`src/hdl/cle_pkg.sv`:
```
// Package for the circular list engine: operation and status codes and the
// fixed widths of the channel fields. Depends on nothing.
package cle_pkg;

  localparam int KIND_W   = 3;
  localparam int STATUS_W = 2;
  localparam int DATA_W   = 32;
  localparam int COUNT_W  = 5;

  typedef logic [KIND_W-1:0]   kind_t;
  typedef logic [STATUS_W-1:0] status_t;

  localparam kind_t KIND_INS_HEAD = 3'd0;
  localparam kind_t KIND_INS_TAIL = 3'd1;
  localparam kind_t KIND_FIRST    = 3'd2;
  localparam kind_t KIND_NEXT     = 3'd3;
  localparam kind_t KIND_REMOVE   = 3'd4;

  localparam status_t ST_OK    = 2'd0;
  localparam status_t ST_EMPTY = 2'd1;
  localparam status_t ST_FULL  = 2'd2;
  localparam status_t ST_NOCUR = 2'd3;

endpackage

```
`src/hdl/cle_if.sv`:
```
// Valid/ready channel interfaces for the circular list engine: the operation
// channel and the result channel. Depends on cle_pkg.
interface cle_op_if;
  import cle_pkg::*;

  logic                     valid;
  logic                     ready;
  kind_t                    kind;
  logic signed [DATA_W-1:0] data_in;

  modport source (output valid, kind, data_in, input ready);
  modport sink   (input valid, kind, data_in, output ready);
endinterface

interface cle_res_if;
  import cle_pkg::*;

  logic                     valid;
  logic                     ready;
  status_t                  status;
  logic signed [DATA_W-1:0] data_out;
  logic [COUNT_W-1:0]       entry_count;

  modport source (output valid, status, data_out, entry_count, input ready);
  modport sink   (input valid, status, data_out, entry_count, output ready);
endinterface

```
`src/hdl/circular_list_engine.sv`:
```
// Top level of the circular list engine: sequencer, list registers and the
// three slot memories. Depends on cle_pkg, cle_if (cle_op_if, cle_res_if) and cle_ram.

// The engine holds a bounded circular singly linked list of up to CAPACITY
// entries in three synchronous RAMs: slot values, slot links and a stack of
// free slot numbers. Go-to-first, remove and every rejected or unknown
// operation finish in the step state; an accepted insert or step to the next
// entry goes on to the done state. The done state comes from a dependent
// memory access: a step reads the link of the cursor and then the value of
// the entry it points at, while an insert reads the free stack and then, on a
// non-empty list, needs two link writes through the single write port of the
// link RAM. Operations run one at a time and every access of an operation
// sees the writes of the one before it, so no forwarding is needed. The
// result sits in an output register, so a new operation is accepted while
// the previous result beat still waits; only when a finished result meets a
// full output register does the engine hold its last step. No clearing pass
// runs after reset: the free stack is served from a low-water mark, below
// which an entry stands for its own index. An accepted insert clears the
// cursor, so a step or remove after it needs a fresh go-to-first.
module circular_list_engine #(
  parameter int CAPACITY   = 16,
  parameter int VALUE_BITS = 32
) (
  input logic      clk,
  input logic      rst,
  cle_op_if.sink   op,
  cle_res_if.source res
);
  import cle_pkg::*;

  localparam int IDX_W = $clog2(CAPACITY);
  localparam int CNT_W = $clog2(CAPACITY + 1);

  typedef enum logic [1:0] {S_IDLE, S_STEP, S_DONE} state_t;

  state_t state;

  // Latched operation
  kind_t                    op_kind;
  status_t                  op_status;
  logic                     op_ok;
  logic signed [DATA_W-1:0] din_q;

  // List registers
  logic [CNT_W-1:0] held_count;
  logic [CNT_W-1:0] free_top;
  logic [CNT_W-1:0] low_mark;
  logic [IDX_W-1:0] tail_slot;
  logic [IDX_W-1:0] head_slot;
  logic [IDX_W-1:0] cursor_slot;
  logic [IDX_W-1:0] prior_slot;
  logic             cursor_valid;
  logic [IDX_W-1:0] new_slot;

  // Output register
  logic                     res_valid;
  status_t                  res_status;
  logic signed [DATA_W-1:0] res_data;
  logic [COUNT_W-1:0]       res_count;

  // Memory ports
  logic                  val_we, val_re;
  logic [IDX_W-1:0]      val_waddr, val_raddr;
  logic [VALUE_BITS-1:0] val_wdata, val_rdata;
  logic                  link_we, link_re;
  logic [IDX_W-1:0]      link_waddr, link_raddr, link_wdata, link_rdata;
  logic                  fs_we, fs_re;
  logic [IDX_W-1:0]      fs_waddr, fs_raddr, fs_wdata, fs_rdata;

  // Control
  logic             in_fire;
  logic             out_free;
  logic             fin;
  status_t          acc_status;
  logic             acc_act;
  logic             is_ins, is_next, is_rem, is_first;
  logic [CNT_W-1:0] top_cnt;
  logic [IDX_W-1:0] top_idx;
  logic [IDX_W-1:0] alloc_slot;
  logic [CNT_W-1:0] held_after;
  logic signed [63:0] din_wide;
  logic signed [63:0] val_wide;
  logic signed [DATA_W-1:0] fin_data;

  assign op.ready    = (state == S_IDLE);
  assign in_fire     = op.valid && op.ready;
  assign out_free    = !res_valid || res.ready;

  assign res.valid       = res_valid;
  assign res.status      = res_status;
  assign res.data_out    = res_data;
  assign res.entry_count = res_count;

  assign is_ins   = (op_kind == KIND_INS_HEAD) || (op_kind == KIND_INS_TAIL);
  assign is_next  = (op_kind == KIND_NEXT);
  assign is_rem   = (op_kind == KIND_REMOVE);
  assign is_first = (op_kind == KIND_FIRST);

  // The top of the free stack; entries below the low-water mark were never
  // pushed; their own slot number is used in place of the stored entry.
  assign top_cnt    = free_top - CNT_W'(1);
  assign top_idx    = top_cnt[IDX_W-1:0];
  assign alloc_slot = (top_cnt < low_mark) ? top_idx : fs_rdata;

  assign din_wide  = 64'(din_q);
  assign val_wdata = din_wide[VALUE_BITS-1:0];
  assign val_wide  = 64'(signed'(val_rdata));

  // The result is loaded in the last step of an operation, once the output
  // register can take it.
  assign fin = out_free &&
               (((state == S_STEP) && !(op_ok && (is_ins || is_next))) ||
                (state == S_DONE));

  // Data word of the result: the value read for go-to-first, remove and step,
  // zero for inserts and for every refused or unknown operation.
  assign fin_data = (op_ok && (((state == S_STEP) && (is_first || is_rem)) ||
                               ((state == S_DONE) && is_next))) ?
                    val_wide[DATA_W-1:0] : '0;

  // Status decided at acceptance from the list registers.
  always_comb begin
    acc_status = ST_OK;
    case (op.kind)
      KIND_INS_HEAD, KIND_INS_TAIL: begin
        if (held_count == CNT_W'(CAPACITY)) begin
          acc_status = ST_FULL;
        end
      end
      KIND_FIRST: begin
        if (held_count == '0) begin
          acc_status = ST_EMPTY;
        end
      end
      KIND_NEXT: begin
        if (held_count == '0) begin
          acc_status = ST_EMPTY;
        end else if (!cursor_valid) begin
          acc_status = ST_NOCUR;
        end
      end
      KIND_REMOVE: begin
        if (held_count == '0) begin
          acc_status = ST_EMPTY;
        end else if (!cursor_valid ||
                     (held_count > CNT_W'(1) && cursor_slot == prior_slot)) begin
          // With more than one entry, a cursor equal to its own predecessor
          // means the entry under it has already been removed.
          acc_status = ST_NOCUR;
        end
      end
      default: acc_status = ST_OK;
    endcase
  end

  assign acc_act = (acc_status == ST_OK) && (op.kind <= KIND_REMOVE);

  always_comb begin
    held_after = held_count;
    if (op_ok && is_ins) begin
      held_after = held_count + CNT_W'(1);
    end else if (op_ok && is_rem) begin
      held_after = held_count - CNT_W'(1);
    end
  end

  // Memory port steering.
  always_comb begin
    val_re     = 1'b0;
    val_raddr  = cursor_slot;
    val_we     = 1'b0;
    val_waddr  = alloc_slot;
    link_re    = 1'b0;
    link_raddr = cursor_slot;
    link_we    = 1'b0;
    link_waddr = alloc_slot;
    link_wdata = (held_count == '0) ? alloc_slot : head_slot;
    fs_re      = 1'b0;
    fs_raddr   = top_idx;
    fs_we      = 1'b0;
    fs_waddr   = free_top[IDX_W-1:0];
    fs_wdata   = cursor_slot;

    if (in_fire && acc_act) begin
      case (op.kind)
        KIND_INS_HEAD, KIND_INS_TAIL: fs_re = 1'b1;
        KIND_FIRST: begin
          val_re    = 1'b1;
          val_raddr = head_slot;
        end
        KIND_NEXT: link_re = 1'b1;
        KIND_REMOVE: begin
          link_re = 1'b1;
          val_re  = 1'b1;
        end
        default: ;
      endcase
    end

    if (state == S_STEP && op_ok) begin
      if (is_ins) begin
        // New slot: value, and a link to the old head (or to itself).
        val_we  = 1'b1;
        link_we = 1'b1;
      end else if (is_next) begin
        val_re    = 1'b1;
        val_raddr = link_rdata;
      end else if (is_rem && out_free) begin
        // Unlink the cursor entry and push its slot onto the free stack.
        link_we    = 1'b1;
        link_waddr = prior_slot;
        link_wdata = link_rdata;
        fs_we      = 1'b1;
      end
    end

    if (state == S_DONE && op_ok && is_ins && out_free && held_count != '0) begin
      link_we    = 1'b1;
      link_waddr = tail_slot;
      link_wdata = new_slot;
    end
  end

  always_ff @(posedge clk) begin
    if (rst) begin
      state        <= S_IDLE;
      res_valid    <= 1'b0;
      held_count   <= '0;
      free_top     <= CNT_W'(CAPACITY);
      low_mark     <= CNT_W'(CAPACITY);
      tail_slot    <= '0;
      head_slot    <= '0;
      cursor_slot  <= '0;
      prior_slot   <= '0;
      cursor_valid <= 1'b0;
    end else begin
      if (fin) begin
        res_valid  <= 1'b1;
        res_status <= op_status;
        res_count  <= COUNT_W'(held_after);
        res_data   <= fin_data;
      end else if (res.ready) begin
        res_valid <= 1'b0;
      end

      unique case (state)
        S_IDLE: begin
          if (in_fire) begin
            op_kind   <= op.kind;
            op_status <= acc_status;
            op_ok     <= acc_act;
            din_q     <= op.data_in;
            state     <= S_STEP;
          end
        end

        S_STEP: begin
          if (op_ok && is_ins) begin
            new_slot <= alloc_slot;
            state    <= S_DONE;
          end else if (op_ok && is_next) begin
            prior_slot  <= cursor_slot;
            cursor_slot <= link_rdata;
            state       <= S_DONE;
          end else if (out_free) begin
            if (op_ok && is_first) begin
              prior_slot   <= tail_slot;
              cursor_slot  <= head_slot;
              cursor_valid <= 1'b1;
            end else if (op_ok && is_rem) begin
              cursor_slot <= prior_slot;
              free_top    <= free_top + CNT_W'(1);
              held_count  <= held_after;
              if (cursor_slot == tail_slot && held_count > CNT_W'(1)) begin
                tail_slot <= prior_slot;
              end
              if (cursor_slot == head_slot) begin
                head_slot <= link_rdata;
              end
              if (held_after == '0) begin
                cursor_valid <= 1'b0;
              end
            end
            state <= S_IDLE;
          end
        end

        S_DONE: begin
          if (out_free) begin
            if (is_ins) begin
              free_top     <= top_cnt;
              held_count   <= held_after;
              cursor_valid <= 1'b0;
              if (top_cnt < low_mark) begin
                low_mark <= top_cnt;
              end
              if (held_count == '0) begin
                head_slot <= new_slot;
                tail_slot <= new_slot;
              end else if (op_kind == KIND_INS_HEAD) begin
                head_slot <= new_slot;
              end else begin
                tail_slot <= new_slot;
              end
            end
            state <= S_IDLE;
          end
        end

        default: state <= S_IDLE;
      endcase
    end
  end

  cle_ram #(.WIDTH(VALUE_BITS), .DEPTH(CAPACITY)) u_value_ram (
    .clk   (clk),
    .we    (val_we),
    .waddr (val_waddr),
    .wdata (val_wdata),
    .re    (val_re),
    .raddr (val_raddr),
    .rdata (val_rdata)
  );

  cle_ram #(.WIDTH(IDX_W), .DEPTH(CAPACITY)) u_link_ram (
    .clk   (clk),
    .we    (link_we),
    .waddr (link_waddr),
    .wdata (link_wdata),
    .re    (link_re),
    .raddr (link_raddr),
    .rdata (link_rdata)
  );

  cle_ram #(.WIDTH(IDX_W), .DEPTH(CAPACITY)) u_free_ram (
    .clk   (clk),
    .we    (fs_we),
    .waddr (fs_waddr),
    .wdata (fs_wdata),
    .re    (fs_re),
    .raddr (fs_raddr),
    .rdata (fs_rdata)
  );

  // Every slot is either held in the list or on the free stack.
  a_slot_balance: assert property (@(posedge clk) disable iff (rst)
    (CNT_W + 1)'(held_count) + (CNT_W + 1)'(free_top) == (CNT_W + 1)'(CAPACITY))
    else $error("held and free slot counts do not add up to the capacity");

  // The low-water mark never rises above the free stack pointer.
  a_low_mark: assert property (@(posedge clk) disable iff (rst)
    low_mark <= free_top)
    else $error("free stack pointer below its low-water mark");

  // A valid cursor needs at least one entry.
  a_cursor_held: assert property (@(posedge clk) disable iff (rst)
    cursor_valid |-> held_count != '0)
    else $error("cursor valid on an empty list");

  // A finished operation always presents its result beat next cycle.
  a_result_loaded: assert property (@(posedge clk) disable iff (rst)
    fin |=> res_valid)
    else $error("finished operation produced no result beat");

  // An accepted operation closes the input until its result is loaded.
  a_one_in_flight: assert property (@(posedge clk) disable iff (rst)
    in_fire |=> !op.ready)
    else $error("second operation accepted while one is in flight");

endmodule

```
`src/hdl/cle_ram.sv`:
```
// Simple dual-port synchronous RAM for the list engine: one write port, one
// read port, read data registered from the address. No dependencies.
module cle_ram #(
  parameter int WIDTH = 32,
  parameter int DEPTH = 16
) (
  input  logic                     clk,
  input  logic                     we,
  input  logic [$clog2(DEPTH)-1:0] waddr,
  input  logic [WIDTH-1:0]         wdata,
  input  logic                     re,
  input  logic [$clog2(DEPTH)-1:0] raddr,
  output logic [WIDTH-1:0]         rdata
);

  logic [WIDTH-1:0] mem [DEPTH];

  always_ff @(posedge clk) begin
    if (we) begin
      mem[waddr] <= wdata;
    end
  end

  always_ff @(posedge clk) begin
    if (re) begin
      rdata <= mem[raddr];
    end
  end

endmodule
```
`src/flat_wrapper.sv`:
```
// flat-port wrapper written by rule: the top's interface ports become plain ports
module circular_list_engine_flat import cle_pkg::*;
#(
  parameter int CAPACITY   = 16,
  parameter int VALUE_BITS = 32
)
  (clk, rst, op_valid, op_kind, op_data_in, op_ready, res_valid, res_status, res_data_out, res_entry_count, res_ready);
  cle_op_if op_i ();
  cle_res_if res_i ();
  input logic clk;
  input logic rst;
  input wire logic [$bits(op_i.valid)-1:0] op_valid;
  input wire logic [$bits(op_i.kind)-1:0] op_kind;
  input wire logic [$bits(op_i.data_in)-1:0] op_data_in;
  output wire logic [$bits(op_i.ready)-1:0] op_ready;
  output wire logic [$bits(res_i.valid)-1:0] res_valid;
  output wire logic [$bits(res_i.status)-1:0] res_status;
  output wire logic [$bits(res_i.data_out)-1:0] res_data_out;
  output wire logic [$bits(res_i.entry_count)-1:0] res_entry_count;
  input wire logic [$bits(res_i.ready)-1:0] res_ready;
  assign op_i.valid = op_valid;
  assign op_i.kind = op_kind;
  assign op_i.data_in = op_data_in;
  assign op_ready = op_i.ready;
  assign res_valid = res_i.valid;
  assign res_status = res_i.status;
  assign res_data_out = res_i.data_out;
  assign res_entry_count = res_i.entry_count;
  assign res_i.ready = res_ready;
  circular_list_engine #(.CAPACITY(CAPACITY), .VALUE_BITS(VALUE_BITS)) u_core (.clk(clk), .rst(rst), .op(op_i), .res(res_i));
endmodule
```
`config.mk`:
```
export PLATFORM = sky130hd
export DESIGN_NAME = circular_list_engine_flat
export DESIGN_NICKNAME = d
export VERILOG_FILES = /design/src/hdl/cle_pkg.sv /design/src/hdl/cle_if.sv /design/src/hdl/circular_list_engine.sv /design/src/hdl/cle_ram.sv /design/src/flat_wrapper.sv
export SDC_FILE = /design/constraint.sdc
export NUM_CORES = 1
export LEC_CHECK = 0
export BUFFER_PORTS_ARGS = -buffer_cell sky130_fd_sc_hd__buf_4
export CORE_UTILIZATION = 34
export DETAILED_ROUTE_END_ITERATION = 12
export HOLD_SLACK_MARGIN = 0.05
export SLEW_MARGIN = 15
export SYNTH_ARGS = -nofsm -noshare
export SYNTH_HDL_FRONTEND = slang
export SYNTH_SLANG_ARGS = --single-unit
```
`constraint.sdc`:
```
create_clock -name clk -period 15 [get_ports clk]
set_input_delay 1.5 -clock clk [delete_from_list [all_inputs] [get_ports clk]]
set_output_delay 1.5 -clock clk [all_outputs]
set_load 0.02 [all_outputs]
```
After elaboration in Yosys (flattened, before gate mapping)
Memories as Yosys holds them, arrays and structs flattened. A register that Yosys moved wholly into a read port is not among the register bits. Index checks and enable logic that the tools add are counted.

Flip-flop bits (word level): 116. RAM bits: 640. Bits of input ports: 39. Output and inout port bits: 41. Memories kept: 3.

Add/subtract/negate cells: 4. Magnitude comparators: 3. Equality and inequality tests: 28. Muxes and demuxes: 111. Bitwise logic cells: 2. Reductions and logical operators: 56.

Memories: u_core.u_value_ram.mem (depth 16, bits a word 32, rd ports 1, clocked after Yosys merged registers in 1, wr ports 1, line cle_ram.sv:16) `logic [WIDTH-1:0] mem [DEPTH];`; u_core.u_free_ram.mem (depth 16, bits a word 4, rd ports 1, clocked after Yosys merged registers in 1, wr ports 1, line cle_ram.sv:16); u_core.u_link_ram.mem (depth 16, bits a word 4, rd ports 1, clocked after Yosys merged registers in 1, wr ports 1, line cle_ram.sv:16).

Operators with widths (count): 2-to-1 mux 4 bit (44); 2-to-1 mux 5 bit (16); 2-to-1 mux 1 bit (35); logical AND 1 bit (21); one-hot mux 5 bit (2 select lines) (2); AND reduction 10 bit (2); 2-to-1 mux 2 bit (9); one-hot mux 4 bit (2 select lines) (2); AND reduction 8 bit (2); != test 2 bit (second input constant) (7); == test 3 x 2 -> 1 bit (second input constant) (4); == test 4 bit (3); != test 3 bit (second input constant) (4); AND reduction 4 bit (3); adder 5 x 1 -> 5 bit (second input constant) (2); zero test 5 bit (2); subtractor 5 x 1 -> 5 bit (second input constant) (2); one-hot mux 2 bit (4 select lines) (1); nonzero test 2 bit (4); logical OR 1 bit (7); == test 3 x 1 -> 1 bit (second input constant) (2); == test 3 bit (second input constant) (2); zero test 3 bit (2); != test 2 x 1 -> 1 bit (second input constant) (3); 16 further kinds (23).

Longest topological paths before layout
Depth in word-level cells: 13. Gate-level depth with buffers: 15. Gate-level depth less buffers: 12.

Hierarchy
From an unflattened synthesis, not the netlist that was laid out.

Cell total of the unflattened synthesis: 1616. Area, all modules: 31276.2 µm².

Modules (own cells, without submodules): cle_ram at u_core.u_value_ram (times used 1, cells an instance 838, area each 20155.6 µm², sequential area each 16335.7 µm²); circular_list_engine (times used 1, cells an instance 518, area each 5708.0 µm², sequential area each 3133.0 µm²); cle_ram at u_core.u_free_ram ... (times used 2, cells an instance 130, area each 2706.3 µm², sequential area each 2042.0 µm²).

Worst setup path before layout
OpenSTA, ideal clock, no wires.

Path type: register to register. Start: register u_core.free_top[0]. End: memory u_core.u_value_ram.mem[0][0], enable pin. Data arrival time: 5.167 ns. Slack: 9.412 ns. Cell stages (with the launch flop): 15. Clock period less this slack: 5.588 ns. Path through: dfxtp_1 buf_2 buf_2 inv_1 ha_1 clkbuf_1 inv_1 ha_1 a21boi_0 o21ai_0 a21oi_1 a211oi_2 mux2_2 or4_1 nor2_1.

Longest elaborated chain between the ends: 3.

Ends and longest elaborated chain: start, declared (line circular_list_engine.sv:46) `logic [CNT_W-1:0] free_top;`; start signal, assigned (line circular_list_engine.sv:229) `free_top <= CNT_W'(CAPACITY);`; start signal, assigned (line circular_list_engine.sv:272) `free_top <= free_top + CNT_W'(1);`; start signal, assigned (line circular_list_engine.sv:291) `free_top <= top_cnt;`; subtractor 5 x 1 -> 5 bit (line circular_list_engine.sv:101) `assign top_cnt = free_top - CNT_W'(1);`; named net u_core.top_cnt[0] (line circular_list_engine.sv:77) `logic [CNT_W-1:0] top_cnt;`; less-than comparator 5 bit (line circular_list_engine.sv:103) `assign alloc_slot = (top_cnt < low_mark) ? top_idx : fs_rdata;`; 2-to-1 mux 4 bit (line circular_list_engine.sv:103); named net u_core.alloc_slot[2] (line circular_list_engine.sv:79) `logic [IDX_W-1:0] alloc_slot;`; end, declared (line cle_ram.sv:16).

The timed path passes the listed nets, and every way through them passes these cells.

Worst setup path after layout
Start: register u_core.free_top[1]. End: memory u_core.u_value_ram.mem[1][24], enable pin.

The elaborated chain is that of the path after synthesis.

==> reports/qor.yml <==
clocking:
  cts_hold_repair.buffers: 0
  cts_htree_levels: 3
  cts_setup_buffers: 0
  cts-root-buf: "clkbuf_16"
  worstSkewPairLatency_ns: 0.63
  cts_sinks: 796
  cts_max_path_buffers: 3
  numCtsBuffers: 83
  cts.clk_slew.worst_paths_ns: 0.06
  cts_tree: "built"
  cts_resized: 0
setup_path:
  crit_arrival_ns: 5.30
  r2r_end: "u_core.u_value_ram.mem[1][24]"
  start_kind: "register"
  rr_startpoint: "u_core.free_top[1]"
  reg2reg_depth: 12
  critPathKind: "register to register"
  required_ns: 15.24
  crit_path_end_kind: "register"
  r2r_setup_slack_ns: 9.94
  cp_max_fo: 32
sta:
  fin_skew_ns: 0.02220
  setup_tns_ns: 0
  rsz0062_at_grt: "false"
  worstMarginPinSlew_ns: 1.088
  hold_viol: 0
  drv_slew: 0
  max_freq_ghz: 0.1977
  maxSlewHeadroom_pct: 27.50
  final-setup-viol-count: 0
  min_period_over_period_pct: 33.72
  post-route-min-period_ns: 5.058
synth:
  synth_common_cells: "edfxtp_1, nand2_1, nand3_1"
  syn_nets: 2314
  synth-edff-count: 761
  synth_ff_type: "edfxtp_1"
  synth_area_leaders: "edfxtp_1, nand2_1, nand3_1"
  synth-seq-cells: 796
  synth_top_cell_by_area: "edfxtp_1"
  syn_area_um2: 31660
  synth_warnings: 0
  synth_seq_area_share_pct: 74.39
  synth_most_common_cell: "edfxtp_1"
  avgSynthCellArea_um2: 14.00
  synth_cell_types: 63
  synthCells: 2262
  synth_top_area_share_pct: 72.18
  synthArstFlopShare_pct: 0
global_route:
  antenna_found_initial: 2
  grt_max_degree: 173
  grt_use_total_pct: 16.18
  grt_overflow: 0
  grt_pass1_vias: 18780
  grt_first_pass_wirelength_mm: 115.0
detailed_routing:
  antenna_left: 0
  first_iter_violations: 2306
  vias: 18880
  via_per_inst: 5.178
  drcViolationCount: 0
  firstDrtPassIters: 6
  wl_per_cell_um: 21.12
  drt-total-wl_mm: 77.00
worst_hold_path:
  worstHoldPathCells: 0
  min_path_type: "register to register"
  hold_path.startpoint: "u_core.op_status[0]"
  whs_endpoint: "u_core.res.status[0]"
run_status:
  outcome: "completed"
cells_and_area:
  fin_util_pct: 39.67
  multi_input_area_um2: 7595
  final_layout_size_suffix_gt1_share_pct: 13.23
  final_cell_count_no_fill: 3646
  antennaDiodeCount: 0
  synthToLayoutAreaGrowth_pct: 15.19
  fin_nets: 2385
  seq_area_um2: 23550
  fillers: 8430
pwr:
  pwr-share-seq_pct: 52.4
  p_sw_share_pct: 20.55
  p_leak_nw: 12.23
  p_clk_share_pct: 44.4
  netSwitchingPower_mw: 0.9685
  internal_power_mw: 3.744
  combPwrFrac_pct: 3.1
  ir_worst_vdd_mv: 0.07866
  power.density_nw_per_um2: 129.2
placed_design:
  dp_cells: 3491
  gp_congestion: 0.8292
  hpwlAfterDp_mm: 39.38
  port_buffers: 79
floorplanning:
  core_um2: 91940
  rows: 111
  die_y_um: 307.2
  start_util_pct: 34.44
  die_area_um2: 94340
  die_x_um: 307.2
  io_pins: 80
job:
  cap_viol_max_count: 0
==> placed cells by master, fill, tap and decap left out, drive strengths merged, types with 7 or more instances in the layout <==
cell type / synthesis / layout
a21oi: 32 / 32
xor2: 15 / 15
a32oi: 64 / 64
ha: 13 / 13
a21o: 7 / 7
nor2: 74 / 74
nand4: 7 / 7
dfxtp: 35 / 35
bufinv: 0 / 11
nor4: 18 / 18
mux2i: 17 / 17
a211oi: 8 / 8
a31oi: 69 / 69
nor3: 18 / 18
mux4: 40 / 40
inv: 14 / 18
xnor2: 11 / 11
nor2b: 7 / 7
nand2b: 7 / 7
nand3: 200 / 200
clkinv: 0 / 30
buf: 97 / 122
nand2: 601 / 601
o21ai: 19 / 19
clkbuf: 39 / 107
edfxtp: 761 / 761
and2: 34 / 34
==> registers in the layout, indices dropped and copies added, names as in the netlist, 3 cells and up <==
| signal | cells |
|---|---|
| u_core.low_mark | 5 |
| u_core.new_slot | 4 |
| u_core.u_value_ram.mem | 512 |
| u_core.u_link_ram.rdata | 4 |
| u_core.u_link_ram.mem | 64 |
| u_core.op_kind | 3 |
| u_core.prior_slot | 4 |
| u_core.free_top | 5 |
| u_core.u_value_ram.rdata | 32 |
| u_core.tail_slot | 4 |
| u_core.cursor_slot | 4 |
| u_core.din_q | 32 |
| u_core.res.entry_count | 5 |
| u_core.u_free_ram.mem | 64 |
| u_core.res.data_out | 32 |
| u_core.head_slot | 4 |
| u_core.held_count | 5 |
| u_core.u_free_ram.rdata | 4 |
==> critical path, cell delays in order (launching register included) <==
cell	delay, ns
dfxtp_1	0.39
inv_1	0.11
ha_1	0.85
inv_1	0.22
ha_1	0.32
a21boi_0	0.12
o21ai_0	0.17
a21oi_1	0.10
a211oi_2	0.42
mux2_2	0.48
or4_1	0.72
nor2_4	0.14
buf_4	0.62
==> metal layers <==
layer,share of wire [%],track usage [%],up-vias,wire length [µm]
met5,0.012,0,-,9
li1,-,-,8581,-
met2,50,27.85,669,38760
met3,6.2,2.564,136,4798
met4,2.3,5.021,2,1801
met1,41,20.88,9492,31630
==> worst max path at each step <==
stage                             startpoint                       endpoint  depth (start not counted)
after global routing      u_core.free_top[1]    u_core.u_link_ram.mem[0][3]                         11
final                     u_core.free_top[1]  u_core.u_value_ram.mem[1][24]                         12
after detailed placement          op_kind[2]   u_core.u_value_ram.rdata[18]                          9
after CTS                 u_core.free_top[1]  u_core.u_value_ram.mem[1][24]                         12
after floorplan           u_core.free_top[0]   u_core.u_value_ram.mem[0][0]                         14
after global placement            op_kind[2]   u_core.u_value_ram.rdata[15]                          9
==> logic make-up after synthesis <==
| kind of cell | share of synthesized area (%) |
|---|---|
| AND/OR/NAND/NOR | 13.61 |
| flip-flops | 74.39 |
| AO/OA/AOI/OAI | 5.078 |
| buffers and inverters | 2.233 |
| multiplexers | 3.454 |
| XOR/XNOR | 0.7193 |
| adder cells (fa/ha/maj) | 0.5138 |
==> per-stage QoR <==
stage               hold WS (ns)  total power [mW]  instance area, µm²  worst slack [ns]
finish                    0.4290             4.712               36470             9.942
CTS                       0.4294             4.752               36470             9.961
global route              0.4323             4.843               36470             9.561
detailed placement        0.4152             2.666               33680             9.783
floorplan                 0.4003             2.597               31660             9.412
global placement          0.4117             2.661               33680             9.754
==> final cells by class <==
cell class | instances | area share (%)
flip-flops and latches | 796 | 64.59
clock buffers | 107 | 6.117
repair buffers | 122 | 2.546
multi-input cells | 1316 | 20.83
inverters | 14 | 0.1441
clock inverters | 48 | 1.516
well taps | 1243 | 4.265
==> power by group through the flow <==
stage | combinational [mW] | sequential [mW] | clock, mW
3_3_place_gp | 0.145 | 2.52 | 0
5_1_grt | 0.162 | 2.47 | 2.21
3_5_place_dp | 0.148 | 2.52 | 0
2_1_floorplan | 0.0836 | 2.51 | 0
6_report | 0.148 | 2.47 | 2.09
4_1_cts | 0.149 | 2.47 | 2.13
Note: power is estimated with default switching activity, not from simulation.
